$ cat config.mk
export PLATFORM = sky130hd
export DESIGN_NAME = mwc_lag8_byte_random_generator
export DESIGN_NICKNAME = d
export VERILOG_FILES = /design/src/hw/rtl/mwc_pkg.sv /design/src/hw/rtl/mwc_ram.sv /design/src/hw/rtl/mwc_mac.sv /design/src/hw/rtl/mwc_seq.sv /design/src/hw/rtl/mwc_lag8_byte_random_generator.sv
export SDC_FILE = /design/constraint.sdc
export NUM_CORES = 1
export LEC_CHECK = 0
export BUFFER_PORTS_ARGS = -buffer_cell sky130_fd_sc_hd__buf_4
export CELL_PAD_IN_SITES_DETAIL_PLACEMENT = 1
export CELL_PAD_IN_SITES_GLOBAL_PLACEMENT = 1
export CORE_AREA = 2 2 189 191
export CTS_BUF_LIST = sky130_fd_sc_hd__clkbuf_2
export CTS_CLUSTER_SIZE = 30
export DETAILED_ROUTE_END_ITERATION = 10
export DIE_AREA = 0 0 191 193
export MAX_ROUTING_LAYER = met4
export PLACE_DENSITY = 0.6
export SETUP_SLACK_MARGIN = 0.3
export SYNTH_ARGS = -nofsm -noshare
export SYNTH_HDL_FRONTEND = slang
export SYNTH_SLANG_ARGS = --single-unit
$ cat constraint.sdc
create_clock -name clk -period 16.1 [get_ports clk]
set_clock_uncertainty 0.05 [all_clocks]
set_input_delay 0.805 -clock clk [delete_from_list [all_inputs] [get_ports clk]]
set_output_delay 0.805 -clock clk [all_outputs]
set_load 0.005 [all_outputs]
$ cat src/hw/rtl/mwc_pkg.sv
// Shared types and constants for the lag-based multiply-with-carry byte generator.
// Used by mwc_mac, mwc_seq, the top level and the testbench; depends on nothing else.
`default_nettype none

package mwc_pkg;

  // Operation codes carried by in_opcode.
  localparam logic [1:0] OP_GENERATE = 2'd0;
  localparam logic [1:0] OP_ABSORB   = 2'd1;
  localparam logic [1:0] OP_FINISH   = 2'd2;

  // Generator multiplier halves and hash constants.
  localparam logic [7:0]  MULT_LO   = 8'h17;
  localparam logic [7:0]  MULT_HI   = 8'hdc;
  localparam logic [15:0] MIX_INIT  = 16'h5555;
  localparam logic [7:0]  MIX_MUL   = 8'he9;
  localparam logic [7:0]  CARRY_TOP = 8'h55;
  localparam int          MIX_SHIFT = 11;

  // Sequencer states.
  typedef enum logic [3:0] {
    ST_IDLE,
    ST_MIX_RD,
    ST_MIX_ADD,
    ST_MIX_MUL,
    ST_GEN_RD0,
    ST_GEN_M0,
    ST_GEN_M1,
    ST_GEN_M2,
    ST_GEN_M3
  } state_t;

  // Operands for the shared multiply-add unit: res = (a * b + addend) mod 2^16.
  typedef struct packed {
    logic [15:0] a;
    logic [7:0]  b;
    logic [15:0] addend;
  } mac_req_t;

endpackage

`default_nettype wire

$ cat src/hw/rtl/mwc_ram.sv
// Generic single-write, single-read RAM with a registered read port.
// Stand-alone; no package dependencies.
`default_nettype none

module mwc_ram #(
  parameter int WIDTH = 8,
  parameter int DEPTH = 8
) (
  input  wire logic                     clk,
  input  wire logic                     wr_en,
  input  wire logic [$clog2(DEPTH)-1:0] wr_addr,
  input  wire logic [WIDTH-1:0]         wr_data,
  input  wire logic [$clog2(DEPTH)-1:0] rd_addr,
  output logic      [WIDTH-1:0]         rd_data
);

  logic [WIDTH-1:0] mem_r [DEPTH];

  // Write port and registered read port.
  always_ff @(posedge clk) begin
    if (wr_en) begin
      mem_r[wr_addr] <= wr_data;
    end
    rd_data <= mem_r[rd_addr];
  end

endmodule

`default_nettype wire

$ cat src/hw/rtl/mwc_mac.sv
// Shared 16 by 8 multiply-add unit used by both the generator and the seed hash.
// Depends on mwc_pkg for the operand struct.
`default_nettype none

module mwc_mac (
  input  wire mwc_pkg::mac_req_t req,
  output logic [15:0]            res
);

  logic [23:0] prod;

  // Only the low 16 bits of the product and sum are kept.
  assign prod = {8'b0, req.a} * {16'b0, req.b};
  assign res  = prod[15:0] + req.addend;

endmodule

`default_nettype wire

$ cat src/hw/rtl/mwc_seq.sv
// Sequencer and working registers: hash rounds, seeding control and generator steps.
// Depends on mwc_pkg; drives the ring RAM ports and the shared multiply-add unit.
`default_nettype none

module mwc_seq #(
  parameter int LAG = 8
) (
  input  wire logic                    clk,
  input  wire logic                    rst_n,
  input  wire logic                    in_valid,
  input  wire logic [1:0]              in_opcode,
  input  wire logic [7:0]              in_seed_byte,
  output logic                         in_ready,
  input  wire logic                    out_free,
  output logic                         gen_done,
  output logic [15:0]                  gen_value,
  output logic [$clog2(LAG)-1:0]       ring_rd_addr,
  input  wire logic [7:0]              ring_rd_data,
  output logic                         ring_wr_en,
  output logic [$clog2(LAG)-1:0]       ring_wr_addr,
  output logic [7:0]                   ring_wr_data,
  output mwc_pkg::mac_req_t            mac_req,
  input  wire logic [15:0]             mac_res
);

  localparam int ADDR_W   = $clog2(LAG);
  localparam int PAIRS    = (LAG + 1) / 2;
  localparam int POS_W    = (PAIRS > 1) ? $clog2(PAIRS) : 1;
  localparam int CNT_W    = $clog2(LAG + 1);
  localparam logic [7:0] LAG_B    = 8'(LAG);
  localparam logic [7:0] SEED_CAP = 8'(255 - LAG);

  mwc_pkg::state_t     state_r, state_nxt;
  logic [15:0]         acc_r, acc_nxt;
  logic [7:0]          rnd_r, rnd_nxt;
  logic [ADDR_W-1:0]   slot_r, slot_nxt;
  logic                seeding_r, seeding_nxt;
  logic [15:0]         carry_r, carry_nxt;
  logic [POS_W-1:0]    pos_r, pos_nxt;
  logic [CNT_W-1:0]    fin_r, fin_nxt;
  logic                absorb_r, absorb_nxt;
  logic                gen_r, gen_nxt;
  logic [7:0]          byte_r, byte_nxt;
  logic [7:0]          xy_r, xy_nxt;
  logic [15:0]         t_r, t_nxt;
  logic [7:0]          lo_r, lo_nxt;
  logic [15:0]         pre_r, pre_nxt;

  logic                accept;
  logic                can_absorb;
  logic [ADDR_W-1:0]   p0, p1;
  logic [ADDR_W:0]     two_q1;
  logic [ADDR_W:0]     two_q2;
  logic [15:0]         mix_sum;

  assign in_ready = (state_r == mwc_pkg::ST_IDLE);
  assign accept   = in_valid && in_ready;

  // A fresh seeding always has room; an ongoing one stops at the byte cap.
  assign can_absorb = !seeding_r || (rnd_r < SEED_CAP);

  // Ring slots of the current byte pair, with wrap for an odd lag.
  assign two_q1 = (ADDR_W + 1)'({pos_r, 1'b1});
  assign two_q2 = (ADDR_W + 1)'({pos_r, 1'b0}) + (ADDR_W + 1)'(2);
  assign p0     = ADDR_W'({pos_r, 1'b0});
  assign p1     = (two_q1 == (ADDR_W + 1)'(LAG)) ? '0 : two_q1[ADDR_W-1:0];

  // Hash round input: counter, seed byte when absorbing and, once the counter exceeds LAG, the old slot byte.
  assign mix_sum = acc_r + {8'b0, rnd_r}
                 + (absorb_r ? {8'b0, byte_r} : 16'b0)
                 + ((rnd_r > LAG_B) ? {ring_rd_data, 8'b0} : 16'b0);

  // Next-state logic.
  always_comb begin
    state_nxt = state_r;
    case (state_r)
      mwc_pkg::ST_IDLE: begin
        if (accept) begin
          case (in_opcode)
            mwc_pkg::OP_ABSORB: begin
              if (can_absorb) begin
                state_nxt = mwc_pkg::ST_MIX_RD;
              end
            end
            mwc_pkg::OP_FINISH: state_nxt = mwc_pkg::ST_MIX_RD;
            mwc_pkg::OP_GENERATE: begin
              state_nxt = seeding_r ? mwc_pkg::ST_MIX_RD : mwc_pkg::ST_GEN_RD0;
            end
            default: state_nxt = mwc_pkg::ST_IDLE;
          endcase
        end
      end
      mwc_pkg::ST_MIX_RD:  state_nxt = mwc_pkg::ST_MIX_ADD;
      mwc_pkg::ST_MIX_ADD: state_nxt = mwc_pkg::ST_MIX_MUL;
      mwc_pkg::ST_MIX_MUL: begin
        if (absorb_r) begin
          state_nxt = mwc_pkg::ST_IDLE;
        end else if (fin_r == CNT_W'(1)) begin
          state_nxt = gen_r ? mwc_pkg::ST_GEN_RD0 : mwc_pkg::ST_IDLE;
        end else begin
          state_nxt = mwc_pkg::ST_MIX_RD;
        end
      end
      mwc_pkg::ST_GEN_RD0: state_nxt = mwc_pkg::ST_GEN_M0;
      mwc_pkg::ST_GEN_M0:  state_nxt = mwc_pkg::ST_GEN_M1;
      mwc_pkg::ST_GEN_M1:  state_nxt = mwc_pkg::ST_GEN_M2;
      mwc_pkg::ST_GEN_M2:  state_nxt = mwc_pkg::ST_GEN_M3;
      mwc_pkg::ST_GEN_M3: begin
        if (out_free) begin
          state_nxt = mwc_pkg::ST_IDLE;
        end
      end
      default: state_nxt = mwc_pkg::ST_IDLE;
    endcase
  end

  // Datapath and output logic.
  always_comb begin
    acc_nxt      = acc_r;
    rnd_nxt      = rnd_r;
    slot_nxt     = slot_r;
    seeding_nxt  = seeding_r;
    carry_nxt    = carry_r;
    pos_nxt      = pos_r;
    fin_nxt      = fin_r;
    absorb_nxt   = absorb_r;
    gen_nxt      = gen_r;
    byte_nxt     = byte_r;
    xy_nxt       = xy_r;
    t_nxt        = t_r;
    lo_nxt       = lo_r;
    pre_nxt      = pre_r;
    ring_rd_addr = slot_r;
    ring_wr_en   = 1'b0;
    ring_wr_addr = slot_r;
    ring_wr_data = mac_res[15:8];
    mac_req      = '{a: pre_r, b: mwc_pkg::MIX_MUL, addend: 16'b0};
    gen_done     = 1'b0;
    gen_value    = {t_r[7:0], lo_r};

    case (state_r)
      mwc_pkg::ST_IDLE: begin
        if (accept) begin
          // Absorb and finish start a fresh hash when no seeding is under way.
          if ((in_opcode == mwc_pkg::OP_ABSORB || in_opcode == mwc_pkg::OP_FINISH)
              && !seeding_r) begin
            acc_nxt     = mwc_pkg::MIX_INIT;
            rnd_nxt     = 8'd0;
            slot_nxt    = '0;
            seeding_nxt = 1'b1;
          end
          absorb_nxt = (in_opcode == mwc_pkg::OP_ABSORB);
          gen_nxt    = (in_opcode == mwc_pkg::OP_GENERATE);
          byte_nxt   = in_seed_byte;
          fin_nxt    = CNT_W'(LAG);
        end
      end
      mwc_pkg::ST_MIX_RD: begin
        ring_rd_addr = slot_r;
      end
      mwc_pkg::ST_MIX_ADD: begin
        pre_nxt = mix_sum ^ (mix_sum >> mwc_pkg::MIX_SHIFT);
      end
      mwc_pkg::ST_MIX_MUL: begin
        // One hash round: multiply, write the high byte back, advance the slot.
        acc_nxt      = mac_res;
        ring_wr_en   = 1'b1;
        ring_wr_addr = slot_r;
        ring_wr_data = mac_res[15:8];
        rnd_nxt      = rnd_r + 8'd1;
        slot_nxt     = (slot_r == ADDR_W'(LAG - 1)) ? '0 : slot_r + ADDR_W'(1);
        if (!absorb_r) begin
          fin_nxt = fin_r - CNT_W'(1);
          if (fin_r == CNT_W'(1)) begin
            carry_nxt   = {mwc_pkg::CARRY_TOP, mac_res[7:0]};
            pos_nxt     = '0;
            seeding_nxt = 1'b0;
          end
        end
      end
      mwc_pkg::ST_GEN_RD0: begin
        ring_rd_addr = p0;
      end
      mwc_pkg::ST_GEN_M0: begin
        // First byte, low multiplier half plus incoming carry.
        ring_rd_addr = p1;
        xy_nxt       = ring_rd_data;
        mac_req      = '{a: {8'b0, ring_rd_data}, b: mwc_pkg::MULT_LO, addend: carry_r};
        t_nxt        = mac_res;
      end
      mwc_pkg::ST_GEN_M1: begin
        // First byte, high multiplier half plus the upper part of t.
        mac_req      = '{a: {8'b0, xy_r}, b: mwc_pkg::MULT_HI, addend: {8'b0, t_r[15:8]}};
        carry_nxt    = mac_res;
        ring_wr_en   = 1'b1;
        ring_wr_addr = p0;
        ring_wr_data = t_r[7:0];
        lo_nxt       = t_r[7:0];
        xy_nxt       = ring_rd_data;
      end
      mwc_pkg::ST_GEN_M2: begin
        mac_req = '{a: {8'b0, xy_r}, b: mwc_pkg::MULT_LO, addend: carry_r};
        t_nxt   = mac_res;
      end
      mwc_pkg::ST_GEN_M3: begin
        // Second byte; held until the output register can take the value.
        mac_req = '{a: {8'b0, xy_r}, b: mwc_pkg::MULT_HI, addend: {8'b0, t_r[15:8]}};
        if (out_free) begin
          carry_nxt    = mac_res;
          ring_wr_en   = 1'b1;
          ring_wr_addr = p1;
          ring_wr_data = t_r[7:0];
          gen_done     = 1'b1;
          pos_nxt      = (two_q2 >= (ADDR_W + 1)'(LAG)) ? '0 : pos_r + POS_W'(1);
        end
      end
      default: begin
        ring_rd_addr = slot_r;
      end
    endcase
  end

  // Control state with reset.
  always_ff @(posedge clk) begin
    if (!rst_n) begin
      state_r   <= mwc_pkg::ST_IDLE;
      seeding_r <= 1'b0;
      carry_r   <= 16'b0;
      pos_r     <= '0;
      acc_r     <= mwc_pkg::MIX_INIT;
      rnd_r     <= 8'd0;
      slot_r    <= '0;
      fin_r     <= '0;
      absorb_r  <= 1'b0;
      gen_r     <= 1'b0;
    end else begin
      state_r   <= state_nxt;
      seeding_r <= seeding_nxt;
      carry_r   <= carry_nxt;
      pos_r     <= pos_nxt;
      acc_r     <= acc_nxt;
      rnd_r     <= rnd_nxt;
      slot_r    <= slot_nxt;
      fin_r     <= fin_nxt;
      absorb_r  <= absorb_nxt;
      gen_r     <= gen_nxt;
    end
  end

  // Working registers without reset.
  always_ff @(posedge clk) begin
    byte_r <= byte_nxt;
    xy_r   <= xy_nxt;
    t_r    <= t_nxt;
    lo_r   <= lo_nxt;
    pre_r  <= pre_nxt;
  end

endmodule

`default_nettype wire

$ cat src/hw/rtl/mwc_lag8_byte_random_generator.sv
// Top level of the lag-based multiply-with-carry byte generator.
// Depends on mwc_pkg, mwc_ram, mwc_mac and mwc_seq.
`default_nettype none

// A generate transfer (opcode 0) yields one 16-bit value, the second updated ring
// byte in the high half; absorb (1) feeds a seed byte into the hash and finish (2)
// closes seeding with LAG extra rounds, neither giving a result. Items are handled
// one at a time through a single shared 16 by 8 multiply-add unit and one read port
// on the ring RAM: a hash round reads, adds and multiplies; a generate first runs
// any closing rounds if seeding is open, then reads and runs a low-half and a
// high-half multiply for each byte. A finished value waits in an output register,
// and the next item is taken meanwhile; a generate only stalls in its last step if
// the previous value is still unclaimed. The ring reads as zero after reset.
module mwc_lag8_byte_random_generator #(
  parameter int LAG = 8
) (
  input  wire logic        clk,
  input  wire logic        rst_n,
  input  wire logic        in_valid,
  output logic             in_ready,
  input  wire logic [1:0]  in_opcode,
  input  wire logic [7:0]  in_seed_byte,
  output logic             out_valid,
  input  wire logic        out_ready,
  output logic [15:0]      out_random_value
);

  localparam int ADDR_W = $clog2(LAG);

  logic [ADDR_W-1:0]  ring_rd_addr;
  logic [7:0]         ring_q;
  logic [7:0]         ring_rd_data;
  logic               ring_wr_en;
  logic [ADDR_W-1:0]  ring_wr_addr;
  logic [7:0]         ring_wr_data;
  logic [LAG-1:0]     vld_r;
  logic               rd_vld_r;
  mwc_pkg::mac_req_t  mac_req;
  logic [15:0]        mac_res;
  logic               gen_done;
  logic [15:0]        gen_value;
  logic               out_free;
  logic               out_valid_r;
  logic [15:0]        out_value_r;

  assign out_free         = !out_valid_r || out_ready;
  assign out_valid        = out_valid_r;
  assign out_random_value = out_value_r;

  // Ring entries never written since reset read as zero.
  assign ring_rd_data = rd_vld_r ? ring_q : 8'b0;

  always_ff @(posedge clk) begin
    if (!rst_n) begin
      vld_r    <= '0;
      rd_vld_r <= 1'b0;
    end else begin
      rd_vld_r <= vld_r[ring_rd_addr];
      if (ring_wr_en) begin
        vld_r[ring_wr_addr] <= 1'b1;
      end
    end
  end

  // Output register; a new value lands only when the slot is free.
  always_ff @(posedge clk) begin
    if (!rst_n) begin
      out_valid_r <= 1'b0;
    end else if (gen_done) begin
      out_valid_r <= 1'b1;
    end else if (out_ready) begin
      out_valid_r <= 1'b0;
    end
  end

  always_ff @(posedge clk) begin
    if (gen_done) begin
      out_value_r <= gen_value;
    end
  end

  mwc_ram #(
    .WIDTH (8),
    .DEPTH (LAG)
  ) u_ring (
    .clk     (clk),
    .wr_en   (ring_wr_en),
    .wr_addr (ring_wr_addr),
    .wr_data (ring_wr_data),
    .rd_addr (ring_rd_addr),
    .rd_data (ring_q)
  );

  mwc_mac u_mac (
    .req (mac_req),
    .res (mac_res)
  );

  mwc_seq #(
    .LAG (LAG)
  ) u_seq (
    .clk          (clk),
    .rst_n        (rst_n),
    .in_valid     (in_valid),
    .in_opcode    (in_opcode),
    .in_seed_byte (in_seed_byte),
    .in_ready     (in_ready),
    .out_free     (out_free),
    .gen_done     (gen_done),
    .gen_value    (gen_value),
    .ring_rd_addr (ring_rd_addr),
    .ring_rd_data (ring_rd_data),
    .ring_wr_en   (ring_wr_en),
    .ring_wr_addr (ring_wr_addr),
    .ring_wr_data (ring_wr_data),
    .mac_req      (mac_req),
    .mac_res      (mac_res)
  );

endmodule

`default_nettype wire

=== Word-level counts from Yosys, hierarchy flattened ===
Memory sizes are Yosys's and may differ from the RTL's. A register that Yosys moved wholly into a read port is not among the register bits.
Index checks and enable logic that the tools add are counted.

* Order comparisons: 6
* Bitwise logic cells: 2
* Reductions and logical operators: 25
* Multiplexer cells: 56
* Equality and inequality tests: 18
* Multipliers: 1
* $add $sub $neg: 9

{| class="wikitable"
|+ Operators by type and width
! kind !! number
|-
| $pmux 40 s3 || 1
|-
| $mux 16 || 6
|-
| $add 16x16->16 || 3
|-
| $pmux 16 s3 || 1
|-
| $mux 8 || 5
|-
| $pmux 4 s9 || 1
|-
| $pmux 16 s2 || 1
|-
| $pmux 8 s2 || 2
|-
| $mux 4 || 7
|-
| $mux 3 || 6
|-
| $pmux 3 s2 || 3
|-
| $add 16x8->16 || 1
|-
| $eq 4x3->1 const B || 4
|-
| $mul 16x8->16 || 1
|-
| $xor 16x5->16 || 1
|-
| $mux 1 || 12
|-
| $pmux 4 s3 || 1
|-
| $reduce_and 3->1 || 3
|-
| $add 8x1->8 const B || 1
|-
| $eq 4x1->1 const B || 2
|-
| $eq 4x2->1 const B || 2
|-
| $gt 8x4->1 const B || 1
|-
| $lt 3x4->1 const B || 2
|-
| $lt 8x8->1 const B || 1
|-
| 31 further kinds || 49
|}

* Bits in registers: 138
* Output and inout port bits: 18
* Input port bits: 14
* Word-level logic and storage cells: 137
* Memories: 1
* Bits in writable memories: 64

{| class="wikitable"
|+ Memory list
! memory !! depth !! width !! rd ports !! clocked after memory_dff !! wr ports !! line !! source
|-
| u_ring.mem_r || 8 || 8 || 1 || 1 || 1 || mwc_ram.sv:17 || <nowiki>logic [WIDTH-1:0] mem_r [DEPTH];</nowiki>
|}

=== Longest topological paths before layout ===
* Depth in word-level cells: 9
* Depth in mapped cells: 25
* Gate-level depth less buffers: 24

=== By module ===
From an unflattened synthesis, not the netlist that was laid out.

* Cell total of the unflattened synthesis: 1,110
* Area, all modules: 12,642.1 um2

{| class="wikitable"
|+ Modules (own cells, without submodules)
! module !! times used !! seq. area each (um2) !! cells each !! area each (um2)
|-
| mwc_seq || 1 || 2,802.7 || 551 || 5,803.1
|-
| mwc_mac || 1 || 0.0 || 379 || 3,205.6
|-
| mwc_ram || 1 || 2,082.0 || 114 || 2,691.3
|-
| mwc_lag8_byte_random_generator || 1 || 680.7 || 66 || 942.2
|}

=== Least setup slack after synthesis ===
Ideal clock, no wire load.

* Path type: register to register
* Start point: reg u_seq.state_r[2]
* End point: mem u_ring.mem_r[0][7] (data pin)
* Required time: 15,776 ps
* Buffers on the path: 1
* Arrival time: 5,682 ps
* Stages on the path, launching flop included: 21
* Slack: 10,095 ps
* Path through: dfxtp_1 > nor2b_1 > nand2_1 > clkinv_1 > clkbuf_1 > nand2_1 > fa_1 > inv_1 > fa_1 > inv_1 > fa_1 > fa_1 > inv_1 > ha_1 > o21a_1 > o31a_1 > nor4_1 > o31ai_1 > o31ai_1 > xnor2_1 > mux2_2

* Cells in the longest elaborated chain, start to end: 7
* Elaborated cells on any way between the ends: 10

{| class="wikitable"
|+ RTL lines
! element !! line !! source
|-
| start, declared || mwc_seq.sv:33 || <nowiki>mwc_pkg::state_t state_r, state_nxt;</nowiki>
|-
| start signal, assigned || mwc_seq.sv:226 || <nowiki>state_r <= mwc_pkg::ST_IDLE;</nowiki>
|-
| start signal, assigned || mwc_seq.sv:237 || <nowiki>state_r <= state_nxt;</nowiki>
|-
| $eq 4x3->1 / $eq 4x4->1 (equally long branches) || mwc_seq.sv:141 || <nowiki>case (state_r)</nowiki>
|-
| $reduce_or 2->1 (no line) || n/a ||
|-
| $pmux 40 s3 * || mwc_seq.sv:141 ||
|-
| $mul 16x8->16 || mwc_mac.sv:13 || <nowiki>assign prod = {8'b0, req.a} * {16'b0, req.b};</nowiki>
|-
| $add 16x16->16 * || mwc_mac.sv:14 || <nowiki>assign res = prod[15:0] + req.addend;</nowiki>
|-
| via mac_res[15] || mwc_lag8_byte_random_generator.sv:39 || <nowiki>logic [15:0] mac_res;</nowiki>
|-
| $mux 8 || mwc_seq.sv:208 || <nowiki>if (out_free) begin</nowiki>
|-
| $pmux 8 s2 * || mwc_seq.sv:141 ||
|-
| via ring_wr_data[7] || mwc_lag8_byte_random_generator.sv:35 || <nowiki>logic [7:0] ring_wr_data;</nowiki>
|-
| end, declared || mwc_ram.sv:17 ||
|}

The timed path passes the listed nets; every way through them passes the cells marked *.

=== Worst setup path in the final report ===
* Start point: reg u_seq.state_r[3]
* End point: mem u_ring.mem_r[0][6] (data pin)

Same word-level chain as after synthesis.

==> out/qor.yml <==
yosys:
  synth_edf_count: 136
  yosysTopAreaCellShare: 0.339
  yosysSeqAreaShare: 0.462
  avgSynthCellArea_um2: 11.6
  netlist_instances: 1039
  yosysUniqueCellTypes: 65
  synth_area_um2: 12000
  ys_seq_elements: 210
  ys.flop_type: "edfxtp_1"
  synth.area.top_cells: "edfxtp_1 34%, fa_1 14%, dfxtp_1 12%"
  synth_warnings: 0
  synthArstFlopShare: 0
  yosysTopAreaCell: "edfxtp_1"
drt:
  via_per_inst: 4.85
  first_iter_violations: 354
  ant_nets: 0
  routed_wl_mm: 31.4
  drc: 0
  first_pass_iters: 5
  post_drt_wl_per_cell_um: 19.1
  num_vias: 7946
global_route:
  grt_pass1_vias: 8321
  grt_pass1_wl_mm: 48.7
  antenna_found_initial: 1
  grt_max_degree: 57
  track_usage: 0.182
  overflow: 0
clocking:
  cts_tree: "yes"
  cts_setup_buffers: 0
  h-tree-depth: 2
  clock_path_buffers: 3
  clk_latency_ns: 0.92
  path_clk_slew_ns: 0.11
  cts_made_buffers: 58
  clock_sinks: 210
  clock-root-buffer: "clkbuf_2"
sta:
  grt_setup_unrepaired: "no"
  worstMarginPinSlew_ns: 1.20
  setup_violations: 0
  fin_setup_tns_ns: 0
  finalCritPeriodShare: 0.441
  hold_slack_ns: 0.379
  period_needed_ns: 7.10
  hold_viol_final: 0
  slew_headroom: 0.198
  layout_setup_ws_ns: 9.00
  fmax_mhz: 141
  maxSlewViolCount: 0
cells_and_area:
  syn_to_final_growth_pct: 11.9
  layout_commonest_cell: "edfxtp_1"
  num-nets-final: 1283
  drive_gt1_frac: 0.153
  multiInputGateArea_um2: 5890
  final_cell_mix: "136 x edfxtp_1, 135 x inv_1, 109 x nand2_1"
  regArea_um2: 5570
  fill_cells: 3854
power:
  finalPower_mw: 1.98
  p_leak_nw: 5.60
  power_density_nw_per_um2: 147
  peakVddDrop_mv: 0.0842
hold_path:
  worstHoldPathType: "register to register"
  hold_path_depth: 0
  min_from: "u_seq.lo_r[4]"
  whs_endpoint: "out_random_value[4]"
place:
  dp_slack_ns: 9.04
  gp_congestion: 0.843
  dp_hpwl_mm: 23.8
  io_buffers: 31
worst_setup_path:
  required_ns: 16.74
  crit_path_start_kind: "register"
  path_max_fanout: 17
  ff2ff_path_depth: 20
  cp-end-kind: "register"
  path_class: "register to register"
  crit_start: "u_seq.state_r[3]"
  r2r_end: "u_ring.mem_r[0][6]"
  reg2reg_from: "u_seq.state_r[3]"
  arrival_ns: 7.74
  reg2reg_slack_ns: 9.00
status:
  outcome: "completed"
floorplanning:
  die_x_um: 191
  num_io_pins: 32
  die-area_um2: 36900
  core_um2: 35000
  fp.dieH_um: 193
  initial_utilization: 0.344
  rows: 69
flow_run:
  drv_cap: 0
-- layer usage --
layer,GRT usage,share of wire,vias up
li1,-,-,3777
met1,0.244,0.47,3976
met2,0.280,0.46,142
met3,0.0344,0.041,51
met4,0.0605,0.027,0
met5,-,0,-
-- cell type report --
cell class                 instances  area share
clock inverter                    17     0.00780
sequential                       210       0.413
timing repair buffer              47      0.0277
inverter                         136      0.0379
antenna                            1    0.000186
multi-input combinational        677       0.437
clock buffer                      90      0.0334
tap                              461      0.0428
-- worst max-delay path, stage by stage, from the launching register on --
cell and delay (ns):
dfxtp_1 0.63, nand2b_2 0.29, o21a_1 0.64, nand2_1 0.23, a21oi_1 0.30, inv_1 0.14
fa_1 0.54, inv_1 0.05, fa_1 0.51, fa_1 0.59, inv_1 0.07, fa_1 0.53
inv_1 0.04, ha_1 0.36, a21o_1 0.20, a211oi_1 0.39, nor2_1 0.09, o21ai_0 0.19
o31ai_1 0.10, a311oi_1 0.54, mux2_2 0.38
-- where the power goes --
part           switching, mW  internal [mW]  total (mW)
logic                  0.544          0.250       0.794
clock network          0.228          0.166       0.395
registers             0.0134          0.782       0.795
-- Yosys cell counts (all sizes together), types with 10 or more instances --
master    n
a21boi   16
a21o     10
a21oi    37
a22oi    23
and2     23
clkbuf   21
dfxtp    74
edfxtp  136
fa       82
ha       57
inv     135
mux2     12
mux4     18
nand2   110
nand2b   17
nand3    16
nor2     46
nor2b    26
o21a     14
o21ai    28
xnor2    29
xor2     15
-- repair_timing --
item                                    in CTS  in global routing
hold buffers                                 8                  0
hold endpoints to repair                     8                  0
endpoints found under the setup margin       0                  0
gates resized for setup                      0                  0
-- kinds of logic (layout without fill, tap and decap cells) --
logic type      Yosys count  count (layout)  synth area share
xor+xnor                 44              44            0.0320
other cells               2              15          0.000624
mux                      35              35            0.0491
compound gates          167             167            0.0944
flops                   210             210             0.462
simple gates            278             278             0.113
buf+inv                 164             290            0.0528
fa+ha+maj               139             139             0.196
-- worst max path at each step --
stage	endpoint	slack [ns]	cells after the start
CTS	u_ring.mem_r[6][6]	8.94	20
global route	u_ring.mem_r[4][6]	8.47	20
finish	u_ring.mem_r[0][6]	9.00	20
floorplan	u_ring.mem_r[0][7]	10.09	20
global placement	u_ring.mem_r[7][6]	9.29	21
detailed placement	u_ring.mem_r[6][6]	9.04	21
-- registers in the layout, indices dropped and copies added, names as in the netlist, 2 cells and up --
register	cells
out_random_value	16
u_ring.mem_r	64
u_ring.rd_data	8
u_seq.acc_r	16
u_seq.byte_r	8
u_seq.carry_r	16
u_seq.fin_r	4
u_seq.lo_r	8
u_seq.pos_r	2
u_seq.pre_r	16
u_seq.rnd_r	8
u_seq.slot_r	3
u_seq.state_r	4
u_seq.t_r	16
u_seq.xy_r	8
vld_r	8
-- through the flow --
stage	utilization	std cells	area [µm²]
finish	0.385	1639	13500
global route	0.385	1639	13500
CTS	0.385	1638	13500
detailed placement	0.367	1523	12800
global placement	0.367	1523	12800
floorplan	-	1051	12100
(Power assumes the default switching activity.)
